--- config.mk ---
export PLATFORM = sky130hd
export DESIGN_NAME = array_list_engine
export DESIGN_NICKNAME = d
export VERILOG_FILES = /design/src/sv/ale_pkg.sv /design/src/sv/array_list_engine.sv /design/src/sv/ale_ram.sv /design/src/sv/ale_dp.sv /design/src/sv/ale_ctrl.sv
export SDC_FILE = /design/constraint.sdc
export NUM_CORES = 1
export LEC_CHECK = 0
export BUFFER_PORTS_ARGS = -buffer_cell sky130_fd_sc_hd__buf_2
export CAP_MARGIN = 15
export CORE_MARGIN = 4
export CORE_UTILIZATION = 41
export DETAILED_ROUTE_END_ITERATION = 7
export PLACE_DENSITY = 0.64
export SLEW_MARGIN = 20
export SYNTH_ARGS = -nofsm -noshare
export SYNTH_HDL_FRONTEND = slang
export SYNTH_SLANG_ARGS = --single-unit
--- constraint.sdc ---
create_clock -name clk -period 8.15 [get_ports clk]
set_input_delay 0.815 -clock clk [delete_from_list [all_inputs] [get_ports clk]]
set_output_delay 0.815 -clock clk [all_outputs]
set_load 0.01 [all_outputs]
--- src/sv/ale_pkg.sv ---
// ----------------------------------------------------------------------------
// ale_pkg
// Shared types, constants and codes for the array list engine.
// ----------------------------------------------------------------------------
`default_nettype none

package ale_pkg;

    localparam int DEPTH   = 16;
    localparam int ADDR_W  = $clog2(DEPTH);
    localparam int COUNT_W = $clog2(DEPTH + 1);
    localparam int POS_W   = 5;
    localparam int DATA_W  = 32;
    localparam int FPOS_W  = 4;

    // command codes
    localparam logic [1:0] CMD_INSERT = 2'd0;
    localparam logic [1:0] CMD_DELETE = 2'd1;
    localparam logic [1:0] CMD_READ   = 2'd2;
    localparam logic [1:0] CMD_FIND   = 2'd3;

    // status codes
    localparam logic [1:0] ST_OK       = 2'd0;
    localparam logic [1:0] ST_RANGE    = 2'd1;
    localparam logic [1:0] ST_FULL     = 2'd2;
    localparam logic [1:0] ST_NOTFOUND = 2'd3;

    typedef struct packed {
        logic [1:0]              command;
        logic [POS_W-1:0]        position;
        logic signed [DATA_W-1:0] value;
    } ale_in_t;

    typedef struct packed {
        logic signed [DATA_W-1:0] result_value;
        logic [FPOS_W-1:0]        found_position;
        logic [1:0]               status;
        logic [COUNT_W-1:0]       entry_count;
        logic                     list_empty;
    } ale_out_t;

    typedef enum logic [2:0] {
        S_IDLE,
        S_CHECK,
        S_INSERT,
        S_DELETE,
        S_READ,
        S_READ_WAIT,
        S_FIND,
        S_RESULT
    } ale_state_t;

    // controller -> datapath
    typedef struct packed {
        logic       load;
        logic       mem_rd;
        logic       clr_pend;
        logic       wr_pend;
        logic       wr_val;
        logic       cnt_inc;
        logic       cnt_dec;
        logic       cap_rval;
        logic       cap_found;
        logic       set_stat;
        logic [1:0] stat_code;
        logic       emit;
    } ale_cmd_t;

    // datapath -> controller
    typedef struct packed {
        logic [1:0] cmd;
        logic       range_bad;
        logic       full;
        logic       idx_gt_pos;
        logic       more_del;
        logic       idx_lt_count;
        logic       pend;
        logic       match;
        logic       out_free;
    } ale_stat_t;

endpackage

`default_nettype wire

--- src/sv/array_list_engine.sv ---
// ----------------------------------------------------------------------------
// array_list_engine
// Ordered list of up to 16 signed 32-bit entries with insert, delete, read
// and find commands, one result item per command item.
// ----------------------------------------------------------------------------
// Usage:
//   Input channel (in_valid / in_ready / in_data) carries one command item:
//   command, position and value. Output channel (out_valid / out_ready /
//   out_data) returns one result item per command: result_value,
//   found_position, status, entry_count and list_empty.
//   Work per item:
//     insert  : moves entries position..count-1 up one, writes the value
//     delete  : moves entries after position down one
//     read    : reads the entry at position
//     find    : scans up from entry 0 to the first match or to count
//     a command out of range, or an insert into a full list, is rejected
//   Items are handled one at a time; the walk over the store moves one entry
//   a cycle through a single write port and a registered read port.
//   The next item is taken as soon as the result sits in the output register,
//   even when the receiver has not taken it yet. A stalled receiver holds the
//   result; a following result waits in the controller until the register
//   frees up.
//   Reset empties the list (count zero); store contents need no clearing.
// ----------------------------------------------------------------------------
`default_nettype none

module array_list_engine (
    input  wire logic              clk,
    input  wire logic              rst_n,
    input  wire logic              in_valid,
    output logic                   in_ready,
    input  wire ale_pkg::ale_in_t  in_data,
    output logic                   out_valid,
    input  wire logic              out_ready,
    output ale_pkg::ale_out_t      out_data
);

    ale_pkg::ale_cmd_t  cmd;   // controller commands
    ale_pkg::ale_stat_t stat;  // datapath status

    // sequence each item: check, walk the store, post the result
    ale_ctrl u_ctrl (
        .clk      (clk),
        .rst_n    (rst_n),
        .in_valid (in_valid),
        .in_ready (in_ready),
        .stat     (stat),
        .cmd      (cmd)
    );

    // hold the list, count, walk index and output register
    ale_dp u_dp (
        .clk       (clk),
        .rst_n     (rst_n),
        .in_data   (in_data),
        .cmd       (cmd),
        .stat      (stat),
        .out_valid (out_valid),
        .out_ready (out_ready),
        .out_data  (out_data)
    );

    // never drive both store writes at once
    a_one_write: assert property (@(posedge clk) disable iff (!rst_n)
        !(cmd.wr_pend && cmd.wr_val))
        else $error("store write conflict");

    // post a result only when the output register is free
    a_emit_free: assert property (@(posedge clk) disable iff (!rst_n)
        cmd.emit |-> (!out_valid || out_ready))
        else $error("result overwrote a pending item");

    // reported count stays within the store
    a_count_range: assert property (@(posedge clk) disable iff (!rst_n)
        out_valid |-> (out_data.entry_count <= ale_pkg::COUNT_W'(ale_pkg::DEPTH)))
        else $error("entry count beyond depth");

    // empty flag tracks the count
    a_empty_flag: assert property (@(posedge clk) disable iff (!rst_n)
        out_valid |-> (out_data.list_empty == (out_data.entry_count == '0)))
        else $error("empty flag mismatch");

endmodule

`default_nettype wire

--- src/sv/ale_ram.sv ---
// ----------------------------------------------------------------------------
// ale_ram
// Generic RAM: one write port, one read port, registered read data.
// ----------------------------------------------------------------------------
`default_nettype none

module ale_ram #(
    parameter int WIDTH = 32,
    parameter int DEPTH = 16
) (
    input  wire logic                     clk,
    input  wire logic                     we,
    input  wire logic [$clog2(DEPTH)-1:0] waddr,
    input  wire logic [WIDTH-1:0]         wdata,
    input  wire logic                     re,
    input  wire logic [$clog2(DEPTH)-1:0] raddr,
    output logic [WIDTH-1:0]              rdata
);

    logic [WIDTH-1:0] mem [DEPTH];

    always_ff @(posedge clk)
    begin
        if (we)
        begin
            mem[waddr] <= wdata;
        end
        if (re)
        begin
            rdata <= mem[raddr];
        end
    end

endmodule

`default_nettype wire

--- src/sv/ale_dp.sv ---
// ----------------------------------------------------------------------------
// ale_dp
// Datapath: list store, entry count, walk index, result and output register.
// ----------------------------------------------------------------------------
`default_nettype none

module ale_dp (
    input  wire logic             clk,
    input  wire logic             rst_n,
    input  wire ale_pkg::ale_in_t in_data,
    input  wire ale_pkg::ale_cmd_t cmd,
    output ale_pkg::ale_stat_t    stat,
    output logic                  out_valid,
    input  wire logic             out_ready,
    output ale_pkg::ale_out_t     out_data
);

    logic [1:0]                    cmd_reg;
    logic [ale_pkg::POS_W-1:0]     pos_reg;
    logic [ale_pkg::DATA_W-1:0]    val_reg;
    logic [ale_pkg::COUNT_W-1:0]   count_reg, count_next;
    logic [ale_pkg::COUNT_W-1:0]   idx_reg;
    logic                          pend_reg, pend_next;
    logic [ale_pkg::ADDR_W-1:0]    pend_addr_reg;
    logic [ale_pkg::DATA_W-1:0]    rval_reg;
    logic [ale_pkg::FPOS_W-1:0]    fpos_reg;
    logic [1:0]                    stat_reg;
    logic                          out_valid_reg;
    ale_pkg::ale_out_t             out_reg;

    logic [ale_pkg::COUNT_W-1:0]   idx_dn;
    logic [ale_pkg::COUNT_W:0]     idx_up;
    logic [ale_pkg::COUNT_W-1:0]   rd_idx;
    logic [ale_pkg::COUNT_W-1:0]   idx_step;
    logic [ale_pkg::DATA_W-1:0]    rd_data;
    logic                          ram_we;
    logic [ale_pkg::ADDR_W-1:0]    ram_waddr;
    logic [ale_pkg::DATA_W-1:0]    ram_wdata;

    assign idx_dn = idx_reg - ale_pkg::COUNT_W'(1);
    assign idx_up = {1'b0, idx_reg} + (ale_pkg::COUNT_W + 1)'(1);

    // read address and index step by walk direction
    always_comb
    begin
        case (cmd_reg)
            ale_pkg::CMD_INSERT:
            begin
                rd_idx   = idx_dn;
                idx_step = idx_dn;
            end
            ale_pkg::CMD_DELETE:
            begin
                rd_idx   = idx_up[ale_pkg::COUNT_W-1:0];
                idx_step = idx_up[ale_pkg::COUNT_W-1:0];
            end
            ale_pkg::CMD_READ:
            begin
                rd_idx   = idx_reg;
                idx_step = idx_reg;
            end
            default:
            begin
                rd_idx   = idx_reg;
                idx_step = idx_up[ale_pkg::COUNT_W-1:0];
            end
        endcase
    end

    assign ram_we    = cmd.wr_pend || cmd.wr_val;
    assign ram_waddr = cmd.wr_val ? pos_reg[ale_pkg::ADDR_W-1:0] : pend_addr_reg;
    assign ram_wdata = cmd.wr_val ? val_reg : rd_data;

    ale_ram #(
        .WIDTH (ale_pkg::DATA_W),
        .DEPTH (ale_pkg::DEPTH)
    ) u_ram (
        .clk   (clk),
        .we    (ram_we),
        .waddr (ram_waddr),
        .wdata (ram_wdata),
        .re    (cmd.mem_rd),
        .raddr (rd_idx[ale_pkg::ADDR_W-1:0]),
        .rdata (rd_data)
    );

    always_comb
    begin
        count_next = count_reg;
        if (cmd.cnt_inc)
        begin
            count_next = count_reg + ale_pkg::COUNT_W'(1);
        end
        else if (cmd.cnt_dec)
        begin
            count_next = count_reg - ale_pkg::COUNT_W'(1);
        end

        pend_next = pend_reg;
        if (cmd.load || cmd.clr_pend)
        begin
            pend_next = 1'b0;
        end
        if (cmd.mem_rd)
        begin
            pend_next = 1'b1;
        end
    end

    // control state
    always_ff @(posedge clk or negedge rst_n)
    begin
        if (!rst_n)
        begin
            count_reg     <= '0;
            pend_reg      <= 1'b0;
            out_valid_reg <= 1'b0;
        end
        else
        begin
            count_reg <= count_next;
            pend_reg  <= pend_next;
            if (cmd.emit)
            begin
                out_valid_reg <= 1'b1;
            end
            else if (out_ready)
            begin
                out_valid_reg <= 1'b0;
            end
        end
    end

    // payload
    always_ff @(posedge clk)
    begin
        if (cmd.load)
        begin
            cmd_reg  <= in_data.command;
            pos_reg  <= in_data.position;
            val_reg  <= in_data.value;
            rval_reg <= '0;
            fpos_reg <= '0;
            stat_reg <= ale_pkg::ST_OK;
            case (in_data.command)
                ale_pkg::CMD_INSERT: idx_reg <= count_reg;
                ale_pkg::CMD_FIND:   idx_reg <= '0;
                default:             idx_reg <= ale_pkg::COUNT_W'(in_data.position);
            endcase
        end
        if (cmd.mem_rd)
        begin
            // the walk writes back to, or reports, the entry the index points at
            pend_addr_reg <= idx_reg[ale_pkg::ADDR_W-1:0];
            idx_reg       <= idx_step;
        end
        if (cmd.cap_rval)
        begin
            rval_reg <= rd_data;
        end
        if (cmd.cap_found)
        begin
            fpos_reg <= ale_pkg::FPOS_W'(pend_addr_reg);
        end
        if (cmd.set_stat)
        begin
            stat_reg <= cmd.stat_code;
        end
        if (cmd.emit)
        begin
            out_reg.result_value   <= rval_reg;
            out_reg.found_position <= fpos_reg;
            out_reg.status         <= stat_reg;
            out_reg.entry_count    <= count_reg;
            out_reg.list_empty     <= (count_reg == '0);
        end
    end

    always_comb
    begin
        stat.cmd          = cmd_reg;
        stat.range_bad    = (cmd_reg == ale_pkg::CMD_INSERT)
                            ? (ale_pkg::COUNT_W'(pos_reg) > count_reg) || pos_reg[ale_pkg::POS_W-1]
                                && (count_reg < ale_pkg::COUNT_W'(ale_pkg::DEPTH))
                            : (ale_pkg::COUNT_W'(pos_reg) >= count_reg);
        stat.full         = (count_reg >= ale_pkg::COUNT_W'(ale_pkg::DEPTH));
        stat.idx_gt_pos   = (idx_reg > ale_pkg::COUNT_W'(pos_reg));
        stat.more_del     = (idx_up < {1'b0, count_reg});
        stat.idx_lt_count = (idx_reg < count_reg);
        stat.pend         = pend_reg;
        stat.match        = pend_reg && (rd_data == val_reg);
        stat.out_free     = !out_valid_reg || out_ready;
    end

    assign out_valid = out_valid_reg;
    assign out_data  = out_reg;

endmodule

`default_nettype wire

--- src/sv/ale_ctrl.sv ---
// ----------------------------------------------------------------------------
// ale_ctrl
// Controller: sequences each command through check, walk and result states.
// ----------------------------------------------------------------------------
`default_nettype none

module ale_ctrl (
    input  wire logic              clk,
    input  wire logic              rst_n,
    input  wire logic              in_valid,
    output logic                   in_ready,
    input  wire ale_pkg::ale_stat_t stat,
    output ale_pkg::ale_cmd_t      cmd
);

    ale_pkg::ale_state_t state_reg, state_next;

    always_ff @(posedge clk or negedge rst_n)
    begin
        if (!rst_n)
        begin
            state_reg <= ale_pkg::S_IDLE;
        end
        else
        begin
            state_reg <= state_next;
        end
    end

    // next state
    always_comb
    begin
        state_next = state_reg;
        case (state_reg)
            ale_pkg::S_IDLE:
            begin
                if (in_valid)
                begin
                    state_next = ale_pkg::S_CHECK;
                end
            end
            ale_pkg::S_CHECK:
            begin
                case (stat.cmd)
                    ale_pkg::CMD_INSERT:
                        state_next = (stat.range_bad || stat.full) ? ale_pkg::S_RESULT
                                                                   : ale_pkg::S_INSERT;
                    ale_pkg::CMD_DELETE:
                        state_next = stat.range_bad ? ale_pkg::S_RESULT : ale_pkg::S_DELETE;
                    ale_pkg::CMD_READ:
                        state_next = stat.range_bad ? ale_pkg::S_RESULT : ale_pkg::S_READ;
                    default:
                        state_next = ale_pkg::S_FIND;
                endcase
            end
            ale_pkg::S_INSERT:
            begin
                if (!stat.pend && !stat.idx_gt_pos)
                begin
                    state_next = ale_pkg::S_RESULT;
                end
            end
            ale_pkg::S_DELETE:
            begin
                if (!stat.pend && !stat.more_del)
                begin
                    state_next = ale_pkg::S_RESULT;
                end
            end
            ale_pkg::S_READ:
                state_next = ale_pkg::S_READ_WAIT;
            ale_pkg::S_READ_WAIT:
                state_next = ale_pkg::S_RESULT;
            ale_pkg::S_FIND:
            begin
                if (stat.match || (!stat.idx_lt_count && !stat.pend))
                begin
                    state_next = ale_pkg::S_RESULT;
                end
            end
            ale_pkg::S_RESULT:
            begin
                if (stat.out_free)
                begin
                    state_next = ale_pkg::S_IDLE;
                end
            end
            default:
                state_next = ale_pkg::S_IDLE;
        endcase
    end

    // outputs
    always_comb
    begin
        cmd      = '0;
        in_ready = 1'b0;
        case (state_reg)
            ale_pkg::S_IDLE:
            begin
                in_ready = 1'b1;
                cmd.load = in_valid;
            end
            ale_pkg::S_CHECK:
            begin
                case (stat.cmd)
                    ale_pkg::CMD_INSERT:
                    begin
                        cmd.set_stat  = stat.range_bad || stat.full;
                        cmd.stat_code = stat.range_bad ? ale_pkg::ST_RANGE : ale_pkg::ST_FULL;
                    end
                    ale_pkg::CMD_DELETE, ale_pkg::CMD_READ:
                    begin
                        cmd.set_stat  = stat.range_bad;
                        cmd.stat_code = ale_pkg::ST_RANGE;
                    end
                    default:
                    begin
                        cmd.set_stat  = 1'b1;
                        cmd.stat_code = ale_pkg::ST_NOTFOUND;
                    end
                endcase
            end
            ale_pkg::S_INSERT:
            begin
                cmd.wr_pend  = stat.pend;
                cmd.mem_rd   = stat.idx_gt_pos;
                cmd.clr_pend = stat.pend && !stat.idx_gt_pos;
                cmd.wr_val   = !stat.pend && !stat.idx_gt_pos;
                cmd.cnt_inc  = !stat.pend && !stat.idx_gt_pos;
            end
            ale_pkg::S_DELETE:
            begin
                cmd.wr_pend  = stat.pend;
                cmd.mem_rd   = stat.more_del;
                cmd.clr_pend = stat.pend && !stat.more_del;
                cmd.cnt_dec  = !stat.pend && !stat.more_del;
            end
            ale_pkg::S_READ:
                cmd.mem_rd = 1'b1;
            ale_pkg::S_READ_WAIT:
            begin
                cmd.cap_rval = 1'b1;
                cmd.clr_pend = 1'b1;
            end
            ale_pkg::S_FIND:
            begin
                if (stat.match)
                begin
                    cmd.cap_found = 1'b1;
                    cmd.set_stat  = 1'b1;
                    cmd.stat_code = ale_pkg::ST_OK;
                    cmd.clr_pend  = 1'b1;
                end
                else if (stat.idx_lt_count)
                begin
                    cmd.mem_rd = 1'b1;
                end
                else
                begin
                    cmd.clr_pend = 1'b1;
                end
            end
            ale_pkg::S_RESULT:
                cmd.emit = stat.out_free;
            default:
                cmd = '0;
        endcase
    end

endmodule

`default_nettype wire
; After elaboration in Yosys (flattened, before gate mapping)
; Memory sizes are Yosys's and may differ from the RTL's. A register that Yosys moved wholly into a read port is not among the register bits.
; Cells that the tools add are included.
[word_totals]
input_bits = 43
out_inout_bits = 46
memories = 1
ramBits = 512
word_cells = 129
ff_bits = 140
[mem_list]
columns = name, depth, word_bits, rd, rd_clocked_by_memory_dff, wr, line_no
row1 = u_dp.u_ram.mem, 16, 32, 1, 1, 1, ale_ram.sv:20  ; logic [WIDTH-1:0] mem [DEPTH];
[op_classes]
n_eq_ne = 17
n_reduce_logical = 33
add_sub_neg = 4
n_lt_le_gt_ge = 7
n_mux = 50
[op_table]
columns = cell, count
row1 = 32-bit two-way mux, 3
row2 = 32-bit equality test, 1
row3 = 3-bit case mux with 8 select lines, 1
row4 = 3-bit two-way mux, 7
row5 = 5-bit two-way mux, 4
row6 = 5-bit case mux with 2 select lines, 2
row7 = 1-bit two-way mux, 18
row8 = 4-bit two-way mux, 4
row9 = 2-bit nonzero test, 7
row10 = "3-bit equality test, second input constant", 4
row11 = 3-bit case mux with 2 select lines, 2
row12 = 5-bit greater-than comparator, 2
row13 = 2-bit two-way mux, 5
row14 = "5-bit by 1-bit subtractor with 5-bit output, second input constant", 2
row15 = 3-bit case mux with 3 select lines, 1
row16 = "2-bit by 1-bit != test with 1-bit output, second input constant", 4
row17 = 1-bit case mux with 4 select lines, 2
row18 = 4-bit case mux with 2 select lines, 1
row19 = 1-bit logical AND, 7
row20 = "5-bit by 1-bit adder with 6-bit output, second input constant", 1
row21 = "3-bit by 2-bit equality test with 1-bit output, second input constant", 2
row22 = 1-bit logical OR, 6
row23 = 6-bit by 5-bit < comparator with 1-bit output, 1
row24 = "5-bit by 1-bit adder with 5-bit output, second input constant", 1
row25 = other kinds (15), 23

; Logic depth before layout (Yosys ltp)
; Gate-level depths: netlist (run 1).
[depth]
ltp_word = 8
mapped_depth = 15
ltp_nobuf = 13

; Hierarchy
; A second synthesis (run 1) with hierarchy kept.
[hier_totals]
hier_cells = 1318
area_unflattened_um2 = 26820.7
[by_module_without_submodules]
columns = mod, instances, seq_area_each_um2, area_each_um2, cells_each
row1 = ale_ram, 1, 16335.7, 20155.6, 838
row2 = ale_dp, 1, 4078.9, 6153.4, 412
row3 = ale_ctrl, 1, 75.1, 511.7, 68

; Worst setup path before layout (run 1)
; OpenSTA, ideal clock, no wires.
[synth_path]
path_kind = register -> register
start = register u_dp.idx_reg[1] (netlist bit)
end = memory u_dp.u_ram.mem[10][0] (enable)
path_slack_ns = 4.426
n_path_buf = 1
setup_time_ns = 0.421
t_arrival_ns = 3.303
synth_period_minus_slack_ns = 3.724
t_required_ns = 7.729
stages_incl_launch_ff = 9
path_cell_list = edfxtp_1 > ha_1 > nor2b_1 > o31ai_1 > a21o_1 > nand3_1 > clkbuf_1 > mux2i_1 > nor2_1
[synth_via]
elab_chain_cells = 7
elab_cells_between_ends = 8
classes_between = order compare: 1 / mux: 4 / reduce/logical: 3
[synth_rtl]
columns = item, line_no
row1 = from (decl), ale_dp.sv:22  ; logic [ale_pkg::COUNT_W-1:0] idx_reg;
row2 = from (signal assigned), ale_dp.sv:146  ; ale_pkg::CMD_INSERT: idx_reg <= count_reg;
row3 = from (signal assigned), ale_dp.sv:148  ; default: idx_reg <= ale_pkg::COUNT_W'(in_data.position);
row4 = from (signal assigned), ale_dp.sv:155  ; idx_reg <= idx_step;
row5 = 5-bit greater-than comparator *, ale_dp.sv:187  ; stat.idx_gt_pos = (idx_reg > ale_pkg::COUNT_W'(pos_reg));
row6 = 1-bit logical NOT *, ale_ctrl.sv:129  ; cmd.wr_val = !stat.pend && !stat.idx_gt_pos;
row7 = 1-bit logical AND *, ale_ctrl.sv:129
row8 = 2-bit two-way mux *, ale_ctrl.sv:98  ; case (state_reg)
row9 = 1-bit logical OR, ale_dp.sv:70  ; assign ram_we = cmd.wr_pend || cmd.wr_val;
row10 = 1-bit two-way mux, ale_ram.sv:24  ; if (we)
row11 = 1-bit two-way mux (implied by the code), ale_ram.sv:26  ; mem[waddr] <= wdata;
row12 = to (decl), ale_ram.sv:20
; Every way passes the cells marked *; elsewhere a longest branch is shown, timed or not.

; Final worst setup path (run 1)
[layout_path]
start = register u_dp.idx_reg[1] (netlist bit)
end = memory u_dp.u_ram.mem[13][9] (enable)
; The elaborated chain is that of the path after synthesis.

==> results of run 1 <==
placed cells by master, fill, tap and decap left out, types with 6 or more instances in the layout:
| cell type | n |
|---|---|
| sky130_fd_sc_hd__nand3_1 | 6 |
| sky130_fd_sc_hd__buf_2 | 88 |
| sky130_fd_sc_hd__clkbuf_16 | 76 |
| sky130_fd_sc_hd__bufinv_16 | 6 |
| sky130_fd_sc_hd__xnor2_1 | 12 |
| sky130_fd_sc_hd__nor2_4 | 17 |
| sky130_fd_sc_hd__mux4_2 | 128 |
| sky130_fd_sc_hd__buf_12 | 7 |
| sky130_fd_sc_hd__clkinv_2 | 16 |
| sky130_fd_sc_hd__clkbuf_1 | 11 |
| sky130_fd_sc_hd__buf_16 | 14 |
| sky130_fd_sc_hd__clkinv_1 | 14 |
| sky130_fd_sc_hd__and3_1 | 42 |
| sky130_fd_sc_hd__inv_1 | 26 |
| sky130_fd_sc_hd__nor2_1 | 27 |
| sky130_fd_sc_hd__dfrtp_1 | 10 |
| sky130_fd_sc_hd__ha_1 | 28 |
| sky130_fd_sc_hd__nand2_1 | 114 |
| sky130_fd_sc_hd__xor2_1 | 32 |
| sky130_fd_sc_hd__buf_4 | 11 |
| sky130_fd_sc_hd__a21oi_1 | 11 |
| sky130_fd_sc_hd__o21ai_0 | 11 |
| sky130_fd_sc_hd__edfxtp_1 | 674 |
| sky130_fd_sc_hd__nor3_1 | 8 |
| sky130_fd_sc_hd__mux2i_1 | 104 |
report_power, final:
| group | switching, uW | internal [uW] |
|---|---|---|
| Clock | 1320 | 1900 |
| Sequential | 317 | 5110 |
| Combinational | 2890 | 1650 |
worst max-delay path, delay by kind of cell (launching register included):
kind	cells	cell delay, ns
DFF	1	0.55
and+or+nand+nor	3	1.19
AOI/OAI and AO/OA	3	1.04
buffers and inverters	2	1.00
adders and majority gates	1	0.37
layer usage:
metal	share of wire, %	vias up	routed length, um
met5	0.017	-	11
met3	8.0	93	5134
li1	-	5899	-
met4	2.7	2	1729
met2	46	498	29650
met1	43	7190	27540
path summary, 6_finish.rpt:
kind                            depth (start not counted)                     to  slack (ns)              start
worst max-delay path                                    9  u_dp.u_ram.mem[13][9]        3.56    u_dp.idx_reg[1]
worst min-delay path                                    1          u_dp.pend_reg        0.09              rst_n
worst max register to register                          9  u_dp.u_ram.mem[13][9]        3.56    u_dp.idx_reg[1]
worst min register to register                          0      u_dp.out_data[32]        0.42  u_dp.rval_reg[20]
max in group asynchronous                               1         u_dp.out_valid        7.81              rst_n
min in group clk                                        1        u_dp.val_reg[4]        0.38         in_data[4]
area by class of cell:
| class | instances | area share [%] |
|---|---|---|
| repair buffers | 121 | 3.351 |
| flip-flops and latches | 684 | 64.56 |
| clock inverters | 41 | 1.147 |
| clock buffers | 88 | 6.166 |
| inverters | 29 | 0.3430 |
| multi-input cells | 625 | 21.03 |
| well taps | 864 | 3.406 |
cell usage after synthesis (2+ instances only):
cell type | number | share of area (%)
sky130_fd_sc_hd__a31oi_1 | 3 | 0.069
sky130_fd_sc_hd__xnor2_1 | 13 | 0.42
sky130_fd_sc_hd__a21o_1 | 5 | 0.14
sky130_fd_sc_hd__and3_1 | 42 | 0.96
sky130_fd_sc_hd__inv_2 | 2 | 0.027
sky130_fd_sc_hd__mux4_2 | 128 | 11
sky130_fd_sc_hd__nand2_1 | 114 | 1.6
sky130_fd_sc_hd__nor4_1 | 3 | 0.069
sky130_fd_sc_hd__nand4_1 | 4 | 0.091
sky130_fd_sc_hd__o21ai_1 | 2 | 0.037
sky130_fd_sc_hd__nor2b_1 | 6 | 0.14
sky130_fd_sc_hd__o21ai_0 | 11 | 0.20
sky130_fd_sc_hd__nand2b_1 | 4 | 0.091
sky130_fd_sc_hd__a21oi_1 | 11 | 0.20
sky130_fd_sc_hd__dfrtp_1 | 10 | 0.91
sky130_fd_sc_hd__nand3_1 | 7 | 0.13
sky130_fd_sc_hd__a221oi_2 | 5 | 0.27
sky130_fd_sc_hd__o31ai_1 | 2 | 0.055
sky130_fd_sc_hd__a221oi_1 | 2 | 0.064
sky130_fd_sc_hd__ha_1 | 28 | 1.3
sky130_fd_sc_hd__inv_1 | 27 | 0.37
sky130_fd_sc_hd__a211oi_1 | 3 | 0.082
sky130_fd_sc_hd__buf_1 | 3 | 0.041
sky130_fd_sc_hd__clkbuf_1 | 15 | 0.21
sky130_fd_sc_hd__o21a_1 | 3 | 0.082
sky130_fd_sc_hd__buf_4 | 15 | 0.41
sky130_fd_sc_hd__nor2_1 | 44 | 0.60
sky130_fd_sc_hd__buf_2 | 26 | 0.48
sky130_fd_sc_hd__o21bai_1 | 2 | 0.055
sky130_fd_sc_hd__nor4_2 | 4 | 0.18
sky130_fd_sc_hd__xor2_1 | 32 | 1.0
sky130_fd_sc_hd__nor3_1 | 8 | 0.15
sky130_fd_sc_hd__mux2i_1 | 105 | 3.8
sky130_fd_sc_hd__edfxtp_1 | 674 | 74
sky130_fd_sc_hd__a32oi_1 | 5 | 0.16
through the flow:
| step | utilization, % | hold WS (ns) | worst slack [ns] | total power (uW) | instance area, um^2 |
|---|---|---|---|---|---|
| after floorplan | - | 0.4003 | 4.426 | 8354 | 27380 |
| after global placement | 43.82 | 0.4054 | 3.583 | 9871 | 28910 |
| after detailed placement | 44.34 | 0.4045 | 3.490 | 10010 | 29250 |
| after CTS | 47.86 | 0.07394 | 3.435 | 13230 | 31580 |
| after global routing | 48.10 | 0.1013 | 3.286 | 13780 | 31740 |
| final | 48.10 | 0.09354 | 3.564 | 13180 | 31740 |
kinds of logic (layout without fill, tap and decap cells):
family / count (synthesis) / count (layout)
DFF: 684 / 684
muxes: 234 / 234
and+or+nand+nor: 242 / 242
xor gates and xnor gates: 45 / 45
AOI/OAI and AO/OA: 75 / 75
buffers and inverters: 89 / 279
adders and majority gates: 29 / 29
==> impl_metrics.ini, run 1 <==
[sta]
fin_worst_skew_ns = 0.02496
maxClockFrequency_mhz = 218.1
worst_slew_pin_slew_ns = 1.113
final-hold-violation-count = 0
slew_headroom_pct = 23.67
timing.final.max_slew_violations = 0
final_period_minus_worst_setup_slack_ns = 4.586
totalNegativeSetupSlack_ns = 0
timing.final.crit_share_pct = 56.27
final_setup_violating_endpoints = 0
grt_setup_unrepaired = false

[grt]
grt_max_degree = 129
grt.busiest_layer = met2
grt.met1_usage_pct = 25.89
first_global_vias = 13960
first_pass_grt_wire_length_um = 93760
initial_antenna_violation_count = 2
globalRouteMet3Util_pct = 4.369
global_route.usage.total_pct = 18.10
overall_overflow_remaining_after_global_route = 0
grt_use_met2_pct = 27.73

[floorplanning]
die_width_um = 266.4
dieArea_um2 = 70980
initial_utilization_pct = 41.50
placeableCoreArea_um2 = 65980
row_count = 94
die-height_um = 266.4
io_pins = 89

[critical_path]
cp_max_fo = 42
worstPathCellList = ha_1 -> nor2b_1 -> o31ai_1 -> a21o_1 -> nand3_2 -> buf_4 -> inv_2 -> a32oi_1 -> nor2_4
critical_path_class = flop to flop
cp.arrival_ns = 4.80
cpMaxStageDelayCell = sky130_fd_sc_hd__nor2_4
startpoint_type = flop
endpoint_kind = flop
required_time_worst_endpoint_ns = 8.36
crit_path_max_incr_delay_ns = 0.98

[clocking]
clock_latency_ns = 0.61
h-tree-depth = 3
tritoncts.num_buffers = 71
clock_tree_from_tritoncts = yes
hold_buffers = 0
numClockSinks = 684
ctsRootBufferMaster = sky130_fd_sc_hd__clkbuf_16
clock_tree.buffer_depth = 3
postCtsResizedCells = 0
cts.clk_slew.worst_paths_ns = 0.06
post-cts-setup-buffer-count = 0

[drt]
routed-via-count = 13680
via_per_inst = 5.580
detail_route.first_pass.iterations = 6
routed_wire_length_per_instance_um = 26.13
route.detailed.drc = 0
totalWireLength_um = 64060
initial_drt_markers = 1591
detail-route-antenna-nets = 0

[run]
cap_viol_max_count = 0

[yosys]
yosysWarningCount = 0
synthXorXnorAreaFrac_pct = 1.439
post_synth_and_or_nand_nor_area_fraction_pct = 4.149
syn-num-nets = 1470
combinational_family_with_the_most_area_after_synthesis = multiplexers
synthFlopType = sky130_fd_sc_hd__edfxtp_1
synth_sequential_area_ratio_pct = 74.83
postSynth.asyncResetShare_pct = 1.462
synth.lib_cells_used.distinct = 65
synth_area_um2 = 27380
synth_fa_ha_area_share_pct = 1.353
synth.ff_latch_count = 684
synth-edff-count = 674
synthMuxAreaShare_pct = 14.41
synthesis.area_per_instance_um2 = 19.59
synth_compound_area_share_pct = 2.267
syn-instance-count = 1398

[power]
irDropWorstVdd_uv = 340.0
power.density_nw_per_um2 = 415.4
total_leakage_power_uw = 0.01099

[place]
post-dp-hpwl_um = 40590
gpl.final_weighted_congestion = 0.8601
post-place-cells = 2316
io_buffer_count = 88

[finish]
fill_cells = 5317
top_register = u_dp.u_ram.mem
layout.area.seq_um2 = 20490
area.growth.synth_to_final_pct = 15.91
layout.nets = 1604
finish.cell_count_without_fillers = 2452
n_antenna_cell = 0
drive_above_1_share_pct = 25.25
multi_input_area_um2 = 6673
largest_register_ff_count = 512
reg.largest.list = u_dp.u_ram.mem (512), u_dp.out_data (44)

[hold_path]
min_path_type = input pin to async pin

[outcome]
run_status = completed
(Power assumes the default switching activity.)
==> run 2: changes to the inputs <==
==> constraint.sdc (replaced) <==
create_clock -name clk -period 4.6 [get_ports clk]
set_input_delay 0.46 -clock clk [delete_from_list [all_inputs] [get_ports clk]]
set_output_delay 0.46 -clock clk [all_outputs]
set_load 0.01 [all_outputs]
==> run 2 against run 1 <==
Clock power is 74% higher. Global-route usage is 0.17 points lower. Setup slack worse by 2.5 ns. Final area is 0.81% lower. Non-clock buffer count is 6 higher. Clock-buffer cell count is 1 higher. Maximum frequency is 30% higher. Hold slack worse by 0.060 ns. Total power is 73% higher. Die area stayed put. Register-to-register slack worse by 2.5 ns. Sequential power is 76% higher. Critical path type unchanged. Highest routed layer is now met4.
==> impl_metrics.ini, run 2 (synthesized netlist as in run 1, its figures left out) <==
[finish]
top_register = u_dp.u_ram.mem
drive_above_1_share_pct = 25.16
commonest_non_fill_non_tap_cell_in_the_layout = sky130_fd_sc_hd__edfxtp_1
area.growth.synth_to_final_pct = 14.97
reg.largest.list = u_dp.u_ram.mem (512), u_dp.out_data (44)
largest_register_ff_count = 512
fill_cells = 5354
layout.nets = 1612
final_cell_mix = 674 x sky130_fd_sc_hd__edfxtp_1, 128 x sky130_fd_sc_hd__mux4_2, 114 x sky130_fd_sc_hd__nand2_1, 105 x sky130_fd_sc_hd__mux2i_1, 88 x sky130_fd_sc_hd__buf_2
finish.instance_area_um2 = 31480
n_antenna_cell = 0

[power]
clkPwrFrac_pct = 24.5
irDropWorstVdd_uv = 397.9
internal_dissipation_uw = 15300
total_leakage_power_uw = 0.01092
pwr-share-comb_pct = 33.6
power.share.switching_pct = 32.93
share_seq_of_total_power_pct = 41.9
switching_power_uw = 7510
power.density_nw_per_um2 = 724.5

[floorplanning]
placeableCoreArea_um2 = 65980
row_count = 94
initial_utilization_pct = 41.50
dieArea_um2 = 70980
io_pins = 89
die_width_um = 266.4
die-height_um = 266.4

[critical_path]
cp.arrival_ns = 3.79
required_time_worst_endpoint_ns = 4.86
timing.critical_path.buf_inv = 2
cpLargestDelayFamily = compound AO/OA/AOI/OAI gates
cpMaxStageDelayCell = sky130_fd_sc_hd__edfxtp_1
timing.critical_path.mode_cell = sky130_fd_sc_hd__ha_1
worstPathCellList = inv_1 -> ha_1 -> ha_1 -> o21a_1 -> a211oi_1 -> o21ai_1 -> o2bb2a_2 -> o211ai_4 -> buf_12
crit_path_max_incr_delay_ns = 0.62
cp_max_fo = 27
startpoint_type = flop
critical_path_class = flop to flop
endpoint_kind = flop

[clocking]
numClockSinks = 684
cts.clk_slew.worst_paths_ns = 0.06
tritoncts.num_buffers = 73
clock_tree.buffer_depth = 3
clock_latency_ns = 0.60
ctsRootBufferMaster = sky130_fd_sc_hd__clkbuf_16
clock_tree_from_tritoncts = yes
postCtsResizedCells = 0
h-tree-depth = 3

[sta]
fin_worst_skew_ns = 0.02802
grt_setup_unrepaired = false
slew_headroom_pct = 28.06
maxClockFrequency_mhz = 283.4
worst_slew_pin_slew_ns = 1.079
totalNegativeSetupSlack_ns = 0
final-hold-violation-count = 0
timing.final.crit_share_pct = 76.70
final_period_minus_worst_setup_slack_ns = 3.528
final_setup_violating_endpoints = 0
timing.final.max_slew_violations = 0

[place]
post-dp-hpwl_um = 35100
io_buffer_count = 88
placement.cell_area_um2 = 29170
gpl.final_weighted_congestion = 0.8148

[grt]
initial_antenna_violation_count = 1
global_route.usage.total_pct = 17.93
first_pass_grt_wire_length_um = 93220
overall_overflow_remaining_after_global_route = 0
first_global_vias = 13990
grt_max_degree = 92

[drt]
routed_wire_length_per_instance_um = 25.78
initial_drt_markers = 1462
totalWireLength_um = 63480
via_per_inst = 5.538
routed-via-count = 13640
route.detailed.drc = 0
detail-route-antenna-nets = 0
detail_route.first_pass.iterations = 5

[hold_path]
min_path_type = input pin to flop

[outcome]
run_status = completed

[run]
cap_viol_max_count = 0
[run 2: metrics by stage]
step | worst slack, ns | std cells | total power, uW | util, % | hold WS (ns)
after floorplan | 0.8755 | 1398 | 14800 | - | 0.1644
after global placement | 1.062 | 2328 | 17210 | 44.22 | 0.3617
after detailed placement | 1.086 | 2328 | 17380 | 44.22 | 0.3621
after CTS | 1.034 | 2462 | 23010 | 47.70 | 0.0007740
after global routing | 0.9205 | 2462 | 23960 | 47.71 | 0.007627
final | 1.072 | 2462 | 22810 | 47.71 | 0.03365
[run 2: worst reg2reg max path, delay by kind of cell, from the launching register on]
family,cells,cell delay (ns)
AOI/OAI and AO/OA,5,1.33
adders and majority gates,2,0.72
buffers and inverters,2,0.48
DFF,1,0.62
[run 2: timing repair]
action | CTS | global route
buffers inserted | 0 | 0
hold endpoints to repair | 10 | 0
hold buffers | 1 | 0
[run 2: routing by layer]
metal / global-route usage [%] / vias up / part of all wire (%)
met5: 0 / - / 0
met4: 5.326 / 0 / 2.3
met3: 3.862 / 93 / 7.4
met2: 29.44 / 502 / 49
met1: 24.41 / 7123 / 41
li1: - / 5917 / -
[run 2: cell type report]
| type | count | area (um^2) | share of cell area, % |
|---|---|---|---|
| sequential | 684 | 20490 | 65.09 |
| timing repair buffer | 127 | 835.8 | 2.655 |
| clock inverter | 44 | 360.3 | 1.145 |
| clock buffer | 89 | 1929 | 6.129 |
| tap | 864 | 1081 | 3.434 |
| multi-input combinational | 625 | 6674 | 21.20 |
| inverter | 29 | 108.9 | 0.3458 |
[run 2: power groups by stage]
| stage | logic, uW | registers (uW) | clock network [uW] |
|---|---|---|---|
| final | 7660 | 9550 | 5600 |
| after CTS | 7730 | 9550 | 5720 |
| after detailed placement | 7700 | 9670 | 0 |
| after global routing | 8300 | 9640 | 6020 |
| after global placement | 7570 | 9640 | 0 |
| after floorplan | 5300 | 9500 | 0 |
[run 2: path summary, 6_finish.rpt]
| check | startpoint | depth (start not counted) | end | slack [ns] |
|---|---|---|---|---|
| setup / recovery | u_dp.idx_reg[0] | 9 | u_dp.u_ram.rdata[14] | 1.07 |
| hold / removal | in_data[4] | 1 | u_dp.val_reg[4] | 0.03 |
| setup reg to reg | u_dp.idx_reg[0] | 9 | u_dp.u_ram.rdata[14] | 1.07 |
| hold reg to reg | u_dp.rval_reg[20] | 0 | u_dp.out_data[32] | 0.42 |
| max in group asynchronous | rst_n | 2 | u_ctrl.state_reg[0] | 4.08 |
| min in group asynchronous | rst_n | 2 | u_dp.count_reg[0] | 0.28 |
